--- src/sv/mrwt_cell.sv ---
// One registered step of interleaved modular multiplication: r' = (2r + b*y) mod n.
`timescale 1ns / 1ps
module mrwt_cell #(
  parameter int WIDTH = 16
) (
  input  logic             clk_i,
  input  logic             rst_ni,
  input  logic             valid_i,
  input  logic [WIDTH-1:0] acc_i,
  input  logic             bit_i,
  input  logic [WIDTH-1:0] mcand_i,
  input  logic [WIDTH-1:0] mod_i,
  output logic             valid_o,
  output logic [WIDTH-1:0] acc_o
);
  logic [WIDTH+1:0] sum;
  logic [WIDTH+1:0] red1;
  logic [WIDTH+1:0] red2;
  logic [WIDTH+1:0] mod_ext;
  logic             valid_q, valid_d;
  logic [WIDTH-1:0] acc_q, acc_d;

  assign mod_ext = {2'b00, mod_i};

  always_comb begin
    sum     = {1'b0, acc_i, 1'b0} + (bit_i ? {2'b00, mcand_i} : '0);
    red1    = (sum >= mod_ext) ? sum - mod_ext : sum;
    red2    = (red1 >= mod_ext) ? red1 - mod_ext : red1;
    acc_d   = red2[WIDTH-1:0];
    valid_d = valid_i;
  end

  always_ff @(posedge clk_i or negedge rst_ni) begin
    if (!rst_ni) begin
      valid_q <= 1'b0;
    end else begin
      valid_q <= valid_d;
    end
  end

  always_ff @(posedge clk_i) begin
    acc_q <= acc_d;
  end

  assign valid_o = valid_q;
  assign acc_o   = acc_q;
endmodule

--- config.mk ---
export PLATFORM = sky130hd
export DESIGN_NAME = mrwt_cell
export DESIGN_NICKNAME = d
export VERILOG_FILES = /design/src/sv/mrwt_cell.sv
export SDC_FILE = /design/constraint.sdc
export NUM_CORES = 1
export LEC_CHECK = 0
export ABC_AREA = 1
export BUFFER_PORTS_ARGS = -buffer_cell sky130_fd_sc_hd__buf_4
export CORE_MARGIN = 1.5
export CORE_UTILIZATION = 52
export DETAILED_ROUTE_END_ITERATION = 6
export PLACE_DENSITY = 0.76
export SETUP_SLACK_MARGIN = 0.4
export SLEW_MARGIN = 20
export SYNTH_ARGS = -nofsm -noshare
export SYNTH_HDL_FRONTEND = slang
export SYNTH_SLANG_ARGS = --single-unit
--- constraint.sdc ---
create_clock -name clk_i -period 0.8 [get_ports clk_i]
set_input_delay 0.24 -clock clk_i [delete_from_list [all_inputs] [get_ports clk_i]]
set_output_delay 0.24 -clock clk_i [all_outputs]
set_load 0.005 [all_outputs]
==> key figures, run 1 <==
Placed design
  – Cells after DPL: between 800 and 900
  – HPWL after detailed placement: around 12000 um
  – Buffers on Ports: between 60 and 70
  – Gp weighted congestion: around 1

Yosys
  – Synth Cell Area: 0.00348 mm2
  – Sequential cell area fraction in the yosys report: under 10%
  – Top cells by area, synth: nand2_1 21%, ha_1 17%, inv_1 11%
  – #FFs+latches synth: 17
  – YS warnings: 0
  – Count of different cell masters after synthesis: 41
  – Synthesized area per cell: ~6.0 um2
  – Net Count, Synth: 677
  – Post-synth top area cell: nand2_1
  – Post-Syn Instances: around 580
  – Synth top area share: approximately a fifth

Floorplanning
  – Site row count: 29
  – I/O pin count: 69
  – Initial Util: approximately 54%
  – Width of the die: 84.8 um
  – Die Y: 84.8 um

CTS
  – Hold buffer count at cts: 1
  – Maximum clock path buffer count: 2
  – Total CTS buffers: 3
  – Htree depth: 1
  – Clock sink total: 17
  – Postcts setup bufs: 16
  – Root Driver: clkbuf_8
  – Number of gates resized after cts: 95

Outcome
  – Stopped at: clock tree synthesis (4_1_cts)
  – Run Error: [ERROR DPL-0033] detailed placement checks failed during check placement.
  – Status: stopped before the end
logic make-up after synthesis:
logic type	Yosys count	share of synthesized area [%]
xor gates and xnor gates	38	9.58
buffers and inverters	109	13.3
DFF	17	9.94
and+or+nand+nor	281	34.5
AOI/OAI and AO/OA	80	14.0
adders and majority gates	50	18.6
synth_stat cells:
cell and number:
o21ai_1 1, o21ai_0 11, a21o_1 4, o2111ai_1 1, a21oi_1 37, and3_1 1, fa_1 3, nand3_1 33
nand4_1 10, o21a_1 1, clkbuf_8 1, o21ai_2 13, clkbuf_4 1, xnor2_1 20, buf_12 1, xor2_1 18
nor2_2 1, or2_1 1, nand2b_1 1, nand4_4 1, nand2_2 7, nor4_1 2, a22oi_1 1, clkbuf_1 2
clkinv_4 1, and2_1 1, inv_2 1, dfrtp_1 1, nand2_1 191, buf_8 1, nand3_4 1, nand2_4 1
nor2_1 27, o31ai_1 1, nor3_1 3, dfxtp_1 16, o21bai_1 4, a31oi_1 6, ha_1 47, inv_1 100
buf_6 1
through the flow:
step	instance area [um2]	hold WS [ns]	worst slack (ns)
after floorplan	3770	-0.0556	-3.71
after global placement	5590	0.0152	-4.17
after detailed placement	5590	0.0206	-4.47
==> inputs of run 2 (changes only) <==
--- a/config.mk
+++ b/config.mk
@@ -8,10 +8,9 @@
 export ABC_AREA = 1
 export BUFFER_PORTS_ARGS = -buffer_cell sky130_fd_sc_hd__buf_4
 export CORE_MARGIN = 1.5
-export CORE_UTILIZATION = 52
+export CORE_UTILIZATION = 40
 export DETAILED_ROUTE_END_ITERATION = 6
-export PLACE_DENSITY = 0.76
-export SETUP_SLACK_MARGIN = 0.4
+export PLACE_DENSITY_LB_ADDON = 0.15
 export SLEW_MARGIN = 20
 export SYNTH_ARGS = -nofsm -noshare
 export SYNTH_HDL_FRONTEND = slang
==> constraint.sdc (replaced) <==
create_clock -name clk_i -period 1.05 [get_ports clk_i]
set_input_delay 0.315 -clock clk_i [delete_from_list [all_inputs] [get_ports clk_i]]
set_output_delay 0.315 -clock clk_i [all_outputs]
set_load 0.005 [all_outputs]
==> key figures, run 2 <==
Outcome
  – Status: finished with violations
  – Failing checks: negative setup slack

Yosys
  – Synthesized area per cell: 6.04 um2 (unchanged)
  – Top cells by area, synth: nand2_1 21%, ha_1 17%, inv_1 11%
  – Sequential cell area fraction in the yosys report: 9.94% (unchanged)
  – YS warnings: 0 (unchanged)
  – Synth top area share: 20.6% (unchanged)
  – Count of different cell masters after synthesis: 41 (unchanged)
  – Post-synth EDFFs: 0 (unchanged)
  – Net Count, Synth: 677 (unchanged)
  – Simple logic cell fraction of the synthesized area: 34.5% (unchanged)
  – Most instantiated library cell after synthesis: nand2_1
  – Ys async rst share: 5.88% (unchanged)
  – Post-synth top area cell: nand2_1
  – Multiplexer area fraction after synthesis: 0% (unchanged)
  – Synth Cell Area: 0.00348 mm2 (unchanged)
  – Adder-cell share of the synthesized area: 18.6% (unchanged)
  – Post-Syn Instances: 575 (unchanged)
  – Post-Synth XOR/XNOR Area: 9.58% (unchanged)
  – Top_reg_cell synth: dfxtp_1
  – #FFs+latches synth: 17 (unchanged)
  – Compound-Gate Fraction of Synth Area: 14.0% (unchanged)
  – Largest family of logic cells by synthesized area: simple AND/OR/NAND/NOR gates
  – Synth cell count leaders: 191 x nand2_1, 100 x inv_1, 47 x ha_1

Finish
  – Layout Utilization: 79.7%
  – Share of cells above drive strength 1: approximately 53%
  – Antenna cells: 0
  – Fill count: around 580
  – P&R area growth vs syn: 90.2%
  – Most common cell after layout, fill and taps aside: buf_4
  – Max reg flops: 16
  – Final nets: 943
  – Most frequent cells in the layout: 253 x buf_4, 136 x nand2_1, 84 x inv_1

GRT
  – Grt ovf: 0
  – Total Routing Usage GR: ~28%
  – Largest net degree at the start of global routing: 18
  – First-pass GRT wire length: 20300 um
  – Initial antenna violation count: 0
  – Vias in the first global route: 4603

Floorplanning
  – Width of the die: 96.2 um (+14%)
  – Site row count: 33 (+14%)
  – Core area: about 0.0083 mm2
  – Initial Util: 41.9% (-13 points)
  – Die Y: 96.2 um (+14%)
  – I/O pin count: 69 (unchanged)
  – Die area: ~0.009 mm2

Detailed routing
  – Via count: approximately 4700
  – DRT Pass-1 Iters: 5
  – Wirelength per Cell: around 14 um
  – DR iter-0 viols: between 150 and 200
  – Antenna viol nets, final: 0
  – Vias/cell: roughly 5
  – Residual DRC: 0
  – Drt total wl: 13600 um

Timing
  – Peak Freq: 212 MHz
  – Relative slew slack: 74.7%
  – Worst Tran Pin Value: roughly 0.38 ns
  – Final period util: 450%
  – Worst hold slack: 0.149 ns
  – Worst Slack Setup Final: -3.67 ns
  – RSZ-0062 raised after global routing: yes
  – Final Hold Fails: 0
  – Fin Setup TNS: -58.23 ns
  – Minimum clock period: 4.72 ns
  – Slew Viols, Final: 0
  – Final setup vio count: 18

CTS
  – Maximum clock path buffer count: 2 (unchanged)
  – Clock sink total: 17 (unchanged)
  – Total CTS buffers: 3 (unchanged)
  – Htree depth: 1 (unchanged)
  – CTS tree: done
  – Root Driver: clkbuf_8
  – Clock transition at the registers of the reported paths: roughly 0.07 ns

Placed design
  – Buffers on Ports: 68 (unchanged)
  – Gp weighted congestion: 0.853 (-12%)
  – HPWL after detailed placement: 10100 um (-14%)

Setup path
  – Startpoint types: input pin
  – Slowest CP cell: ha_1
  – Highest cell delay on the worst timing path: approximately 0.35 ns
  – CP delay by family, top: simple AND/OR/NAND/NOR gates
  – Critical-path maximum fanout: 8
  – Kind of end point of the critical path: register
  – CP Class: input pin to register
  – Critical Path RT: 1.20 ns
  – Worst endpoint data arrival time: a little under 5 ns
  – WP buf/inv: 7
  – Most frequent CP cell: nand2_1

Hold path
  – Min-Delay Path Class: input pin to register

Power
  – Leak: ~3.5 nW
  – Cell Pwr Density: just over 2000 mW/mm2
  – Peak supply drop: 0.918 mV

Run
  – Max-Cap Viols: 0
run 2: power by group:
| part | switching, mW | internal, mW | leakage, nW |
|---|---|---|---|
| clock network | 0.251 | 0.265 | 0.0255 |
| registers | 0.0878 | 1.01 | 0.146 |
| logic | 5.82 | 6.05 | 3.38 |
| total | 6.16 | 7.33 | 3.55 |
run 2: kinds of logic after synthesis:
logic type               after synthesis
buffers and inverters                109
flip-flops                            17
AND/OR/NAND/NOR                      281
adder cells (fa/ha/maj)               50
XOR/XNOR                              38
AO/OA/AOI/OAI                         80
run 2: path summary, 6_finish.rpt:
path,start,end,cells past startpoint
min in group asynchronous,rst_ni,valid_o,2
worst max-delay path,bit_i,acc_o[10],39
worst min-delay path,valid_i,valid_o,1
max in group asynchronous,rst_ni,valid_o,2
run 2: layout make-up:
| class | instances | area [um2] | share of cell area, % |
|---|---|---|---|
| clock buffer | 3 | 41.3 | 0.624 |
| clock inverter | 1 | 5.00 | 0.0757 |
| inverter | 102 | 400 | 6.05 |
| multi-input combinational | 450 | 3570 | 53.9 |
| sequential | 17 | 345 | 5.22 |
| tap | 105 | 131 | 1.99 |
| timing repair buffer | 265 | 2100 | 31.7 |
| timing repair inverter | 2 | 25.0 | 0.378 |
run 2: what timing repair did:
action,in CTS,in global routing
resized for setup,56,112
pin swaps,34,69
hold buffers,1,0
hold endpoints to repair,1,0
setup buffers,17,14
cloned,2,2
setup endpoints to repair,17,17
run 2: metal layers:
metal  up-vias  part of all wire [%]  global-route usage, %
met1      2146                    39                   31.5
li1       2365                     -                      -
met4         0                   3.8                   9.80
met2       155                    53                   55.7
met3        47                   4.3                   1.82
met5         -                     0                      0
run 2: through the flow:
step	instance area, um2	instances	worst slack [ns]	power, mW
finish	6610	945	-3.67	13.5
global route	6610	945	-3.98	14.5
CTS	6060	930	-3.64	11.9
detailed placement	5570	906	-4.21	10.4
global placement	5570	906	-4.14	10.2
floorplan	3760	575	-3.54	6.42
No activity file was read; power rests on OpenSTA's default activity.
==> inputs of run 3 (changes only) <==
--- a/config.mk
+++ b/config.mk
@@ -10,6 +10,7 @@
 export CORE_MARGIN = 1.5
 export CORE_UTILIZATION = 40
 export DETAILED_ROUTE_END_ITERATION = 6
+export HOLD_SLACK_MARGIN = 0.08
 export PLACE_DENSITY_LB_ADDON = 0.15
 export SLEW_MARGIN = 20
 export SYNTH_ARGS = -nofsm -noshare
==> constraint.sdc (replaced) <==
create_clock -name clk_i -period 5.9 [get_ports clk_i]
set_input_delay 1.77 -clock clk_i [delete_from_list [all_inputs] [get_ports clk_i]]
set_output_delay 1.77 -clock clk_i [all_outputs]
set_load 0.005 [all_outputs]
==> key figures, run 3 (synthesized netlist as in run 2, its figures left out) <==
Setup path
  – CP Class: input pin to register
  – Startpoint types: input pin
  – Highest cell delay on the worst timing path: 0.27 ns (-0.08 ns)
  – CP delay by family, top: simple AND/OR/NAND/NOR gates
  – Kind of end point of the critical path: register
  – Critical Path RT: 6.05 ns (+4.85 ns)
  – Critical-path maximum fanout: 8 (unchanged)
  – WP buf/inv: 9 (+2)
  – Worst endpoint data arrival time: 6.38 ns (+1.50 ns)
  – Crit. Startpoint: bit_i
  – Slowest CP cell: ha_4

Finish
  – Antenna cells: 0 (unchanged)
  – Final nets: 923 (-2.1%)
  – Fill count: 626 (+7.2%)
  – Max reg flops: 16 (unchanged)
  – Layout Utilization: 76.8% (-2.9 points)
  – P&R area growth vs syn: 83.4%
  – Most common cell after layout, fill and taps aside: buf_4
  – Share of cells above drive strength 1: 49.1% (-3.8 points)
  – Most frequent cells in the layout: 233 x buf_4, 148 x nand2_1, 87 x inv_1

Detailed routing
  – DRT Pass-1 Iters: 6 (+1)
  – Drt total wl: 13100 um (-3.7%)
  – Residual DRC: 0 (unchanged)
  – Via count: 4554 (-3.4%)
  – Antenna viol nets, final: 0 (unchanged)
  – Vias/cell: 4.92 (-1.3%)
  – Wirelength per Cell: 14.2 um (-1.6%)
  – DR iter-0 viols: 190 (-2.1%)

Timing
  – Final Hold Fails: 0 (unchanged)
  – Final period util: 106%
  – Slew Viols, Final: 0 (unchanged)
  – Worst hold slack: 1.27 ns (+1.12 ns)
  – RSZ-0062 raised after global routing: yes
  – Worst Tran Pin Value: 0.314 ns (-0.0654 ns)
  – Worst Slack Setup Final: -0.327 ns (+3.35 ns)
  – Minimum clock period: approximately 6.2 ns
  – Relative slew slack: 78.9% (+4.2 points)
  – Fin Setup TNS: -4.84 ns (+53.39 ns)
  – Final setup vio count: 16 (-2)
  – Peak Freq: ~160 MHz

Hold path
  – Min-Delay Path Class: input pin to async pin

Floorplanning
  – Site row count: 33 (unchanged)
  – Die area: 0.00926 mm2 (unchanged)
  – I/O pin count: 69 (unchanged)
  – Initial Util: 41.9% (unchanged)
  – Width of the die: 96.2 um (unchanged)
  – Core area: 0.00830 mm2 (unchanged)
  – Die Y: 96.2 um (unchanged)

GRT
  – Largest net degree at the start of global routing: 18 (unchanged)
  – Vias in the first global route: 4448 (-3.4%)
  – Initial antenna violation count: 0 (unchanged)
  – First-pass GRT wire length: 19200 um (-5.4%)
  – Total Routing Usage GR: 26.7% (-1.7 points)
  – Grt ovf: 0 (unchanged)

CTS
  – Clock transition at the registers of the reported paths: 0.07 ns (about the same)
  – Maximum clock path buffer count: 2 (unchanged)
  – Hold buffer count at cts: 0 (-1)
  – Htree depth: 1 (unchanged)
  – Total CTS buffers: 3 (unchanged)
  – CTS tree: done
  – Root Driver: clkbuf_8
  – Clock sink total: 17 (unchanged)

Power
  – Leak: 3.42 nW (-3.6%)
  – Peak supply drop: 0.183 mV (-80%)
  – Cell Pwr Density: 369 mW/mm2 (-82%)

Placed design
  – Gp weighted congestion: 0.999 (+17%)
  – HPWL after detailed placement: 9960 um (-1.7%)
  – Buffers on Ports: 68 (unchanged)

Outcome
  – Status: finished with violations
  – Failing checks: negative setup slack

Run
  – Max-Cap Viols: 0 (unchanged)
-- run 3: stage by stage --
stage	instances	area [um2]	setup WS (ns)	power (mW)
after floorplan	575	3760	-0.144	1.14
final	925	6370	-0.327	2.35
after global placement	885	5380	-0.534	1.83
after CTS	908	5770	-0.252	2.09
after detailed placement	885	5380	-0.607	1.86
after global routing	925	6370	-0.587	2.54
-- run 3: final cells by class --
type                    instances  area (um2)  share of cell area [%]
repair inverters                2        27.5                   0.432
repair buffers                245        1900                    29.8
multi-input cells             450        3510                    55.1
inverters                     102         412                    6.46
clock buffers                   4        45.0                   0.707
flip-flops and latches         17         345                    5.42
well taps                     105         131                    2.06
-- run 3: routing by layer --
metal | vias to the layer above | GRT usage (%) | wire length (um) | part of all wire (%)
met4 | 0 | 9.68 | 436 | 3.3
met5 | - | 0 | 0 | 0
li1 | 2330 | - | - | -
met1 | 2052 | 29.7 | 5240 | 40
met2 | 131 | 52.4 | 6980 | 53
met3 | 41 | 1.42 | 484 | 3.7
-- run 3: power breakdown --
part	leakage, nW	internal (mW)	switching [mW]	total [mW]
logic	3.25	1.07	1.00	2.07
registers	0.146	0.180	0.0146	0.195
clock network	0.0228	0.0481	0.0420	0.0901
-- run 3: what timing repair did --
item | 4_1_cts | 5_1_grt
endpoints found under the setup margin | 16 | 16
cloned | 2 | 2
gates resized for setup | 43 | 104
pin swaps | 22 | 50
buffers inserted | 17 | 15
-- run 3: path summary, 6_finish.rpt --
kind	to	slack (ns)	cells after the start
max	acc_o[8]	-0.33	40
min	valid_o	1.27	1
max in group asynchronous	valid_o	4.55	1
min in group clk_i	valid_o	1.61	1
==> inputs of run 4 (changes only) <==
--- a/config.mk
+++ b/config.mk
@@ -7,7 +7,6 @@
 export LEC_CHECK = 0
 export ABC_AREA = 1
 export BUFFER_PORTS_ARGS = -buffer_cell sky130_fd_sc_hd__buf_4
-export CORE_MARGIN = 1.5
 export CORE_UTILIZATION = 40
 export DETAILED_ROUTE_END_ITERATION = 6
 export HOLD_SLACK_MARGIN = 0.08
==> key figures, run 4 (synthesized netlist as in run 2, its figures left out) <==
Outcome
  – Status: finished with violations
  – Failing checks: negative setup slack

GRT
  – Grt peak-use layer: met2
  – Largest net degree at the start of global routing: 17 (-1)
  – M3 GR Usage: 2.31% (+0.89 points)
  – Met1 usage: 30.3% (+0.54 points)
  – First-pass GRT wire length: 20300 um (+5.5%)
  – Vias in the first global route: 4728 (+6.3%)
  – Grt ovf: 0 (unchanged)
  – Total Routing Usage GR: 28.4% (+1.7 points)
  – Initial antenna violation count: 0 (unchanged)
  – Grt met2 use: 55.5% (+3.1 points)

Timing
  – RSZ-0062 raised after global routing: yes
  – Worst hold slack: 1.28 ns (+0.0101 ns)
  – Slew Viols, Final: 0 (unchanged)
  – Final period util: 105% (-0.99 points)
  – Worst Slack Setup Final: -0.269 ns (+0.0586 ns)
  – Peak Freq: 162 MHz (+0.95%)
  – Fin Setup TNS: -3.93 ns (+0.909 ns)
  – Final setup vio count: 16 (unchanged)
  – Minimum clock period: 6.17 ns (-0.0586 ns)
  – Relative slew slack: 77.9% (-1.0 points)
  – Final Hold Fails: 0 (unchanged)
  – Worst Tran Pin Value: 0.331 ns (+0.0171 ns)

Setup path
  – Critical Path RT: 6.05 ns (about the same)
  – Startpoint types: input pin
  – Kind of end point of the critical path: register
  – WP buf/inv: 8 (-1)
  – Worst endpoint data arrival time: 6.31 ns (-0.07 ns)
  – Highest cell delay on the worst timing path: 0.28 ns (about the same)
  – Critical-path maximum fanout: 8 (unchanged)
  – Slowest CP cell: ha_1
  – Most frequent CP cell: nand2_1
  – CP Class: input pin to register
  – CP delay by family, top: simple AND/OR/NAND/NOR gates

Floorplanning
  – Die Y: 95.2 um (-1.0%)
  – Site row count: 33 (unchanged)
  – Initial Util: 41.9% (unchanged)
  – Die area: 0.00907 mm2 (-2.1%)
  – Core area: 0.00830 mm2 (unchanged)
  – I/O pin count: 69 (unchanged)
  – Width of the die: 95.2 um (-1.0%)

Placed design
  – HPWL after detailed placement: 10000 um (+0.53%)
  – Gp weighted congestion: 0.917 (-8.2%)
  – Cells after DPL: 890 (+0.56%)
  – Buffers on Ports: 68 (unchanged)

Detailed routing
  – Drt total wl: 12700 um (-3.1%)
  – Vias/cell: 4.98 (+1.1%)
  – Via count: 4648 (+2.1%)
  – Wirelength per Cell: 13.6 um (-4.1%)
  – DR iter-0 viols: 198 (+4.2%)
  – DRT Pass-1 Iters: 4 (-2)
  – Residual DRC: 0 (unchanged)
  – Antenna viol nets, final: 0 (unchanged)

Finish
  – Most common cell after layout, fill and taps aside: buf_4
  – Antenna cells: 0 (unchanged)
  – Most frequent cells in the layout: 246 x buf_4, 157 x nand2_1, 91 x inv_1
  – Max reg flops: 16 (unchanged)
  – Final nets: 932 (+0.98%)
  – Fill count: 659 (+5.3%)
  – Share of cells above drive strength 1: 47.9% (-1.3 points)
  – Fin cells: 934 (+0.97%)
  – Layout Utilization: 76.1% (-0.68 points)
  – P&R area growth vs syn: 81.7%

Power
  – Leak: 3.47 nW (+1.3%)
  – Cell Pwr Density: 361 mW/mm2 (-2.2%)
  – Peak supply drop: 0.147 mV (-20%)

CTS
  – Clock transition at the registers of the reported paths: 0.07 ns (about the same)
  – Maximum clock path buffer count: 2 (unchanged)
  – Total CTS buffers: 3 (unchanged)
  – Htree depth: 1 (unchanged)
  – Clock sink total: 17 (unchanged)
  – CTS tree: done
  – Root Driver: clkbuf_8

Run
  – Max-Cap Viols: 0 (unchanged)

Hold path
  – Min-Delay Path Class: input pin to async pin
[run 4: cell types whose count changed in the layout (fill, tap and decap cells not counted), sizes merged]
cell / before / now
clkbuf: 4 / 3
clkinv: 1 / 4
inv: 103 / 101
buf: 245 / 254
[run 4: worst paths after layout]
kind / startpoint / depth (start not counted) / slack [ns] / endpoint
max in group asynchronous: rst_ni / 1 / 4.54 / valid_o
min: rst_ni / 1 / 1.28 / valid_o
max: bit_i / 41 / -0.27 / acc_o[12]
min in group clk_i: valid_i / 1 / 1.62 / valid_o
[run 4: repair_timing]
item	in CTS	in global routing
buffers inserted	29	7
cloned	4	0
hold buffers	0	0
resized for setup	83	34
endpoints found under the setup margin	16	16
pin swaps	32	18
[run 4: final cells by class]
type / instances / area (um2) / area share [%]
clock buffers: 3 / 41.3 / 0.654
clock inverters: 1 / 5.00 / 0.0792
inverters: 102 / 414 / 6.56
flip-flops and latches: 17 / 345 / 5.47
multi-input cells: 450 / 3390 / 53.7
well taps: 105 / 131 / 2.08
repair buffers: 254 / 1960 / 31.0
repair inverters: 2 / 32.5 / 0.515
[run 4: per-layer routing]
layer / part of all wire, % / vias to the layer above / wire length, um
li1: - / 2346 / -
met1: 38 / 2114 / 4890
met2: 54 / 146 / 6830
met3: 4.5 / 42 / 567
met4: 3.4 / 0 / 435
met5: 0 / - / 0
[run 4: where the power goes]
part	internal, mW	switching, mW	leakage [nW]
Combinational	1.03	0.969	3.29
Sequential	0.180	0.0145	0.146
Clock	0.0468	0.0406	0.0255
[run 4: through the flow]
| stage | cell area, um2 | setup slack [ns] | power (mW) |
|---|---|---|---|
| after floorplan | 3760 | -0.144 | 1.14 |
| after global placement | 5420 | -0.582 | 1.82 |
| after detailed placement | 5420 | -0.712 | 1.87 |
| after CTS | 6130 | -0.138 | 2.17 |
| after global routing | 6320 | -0.592 | 2.46 |
| final | 6320 | -0.269 | 2.28 |
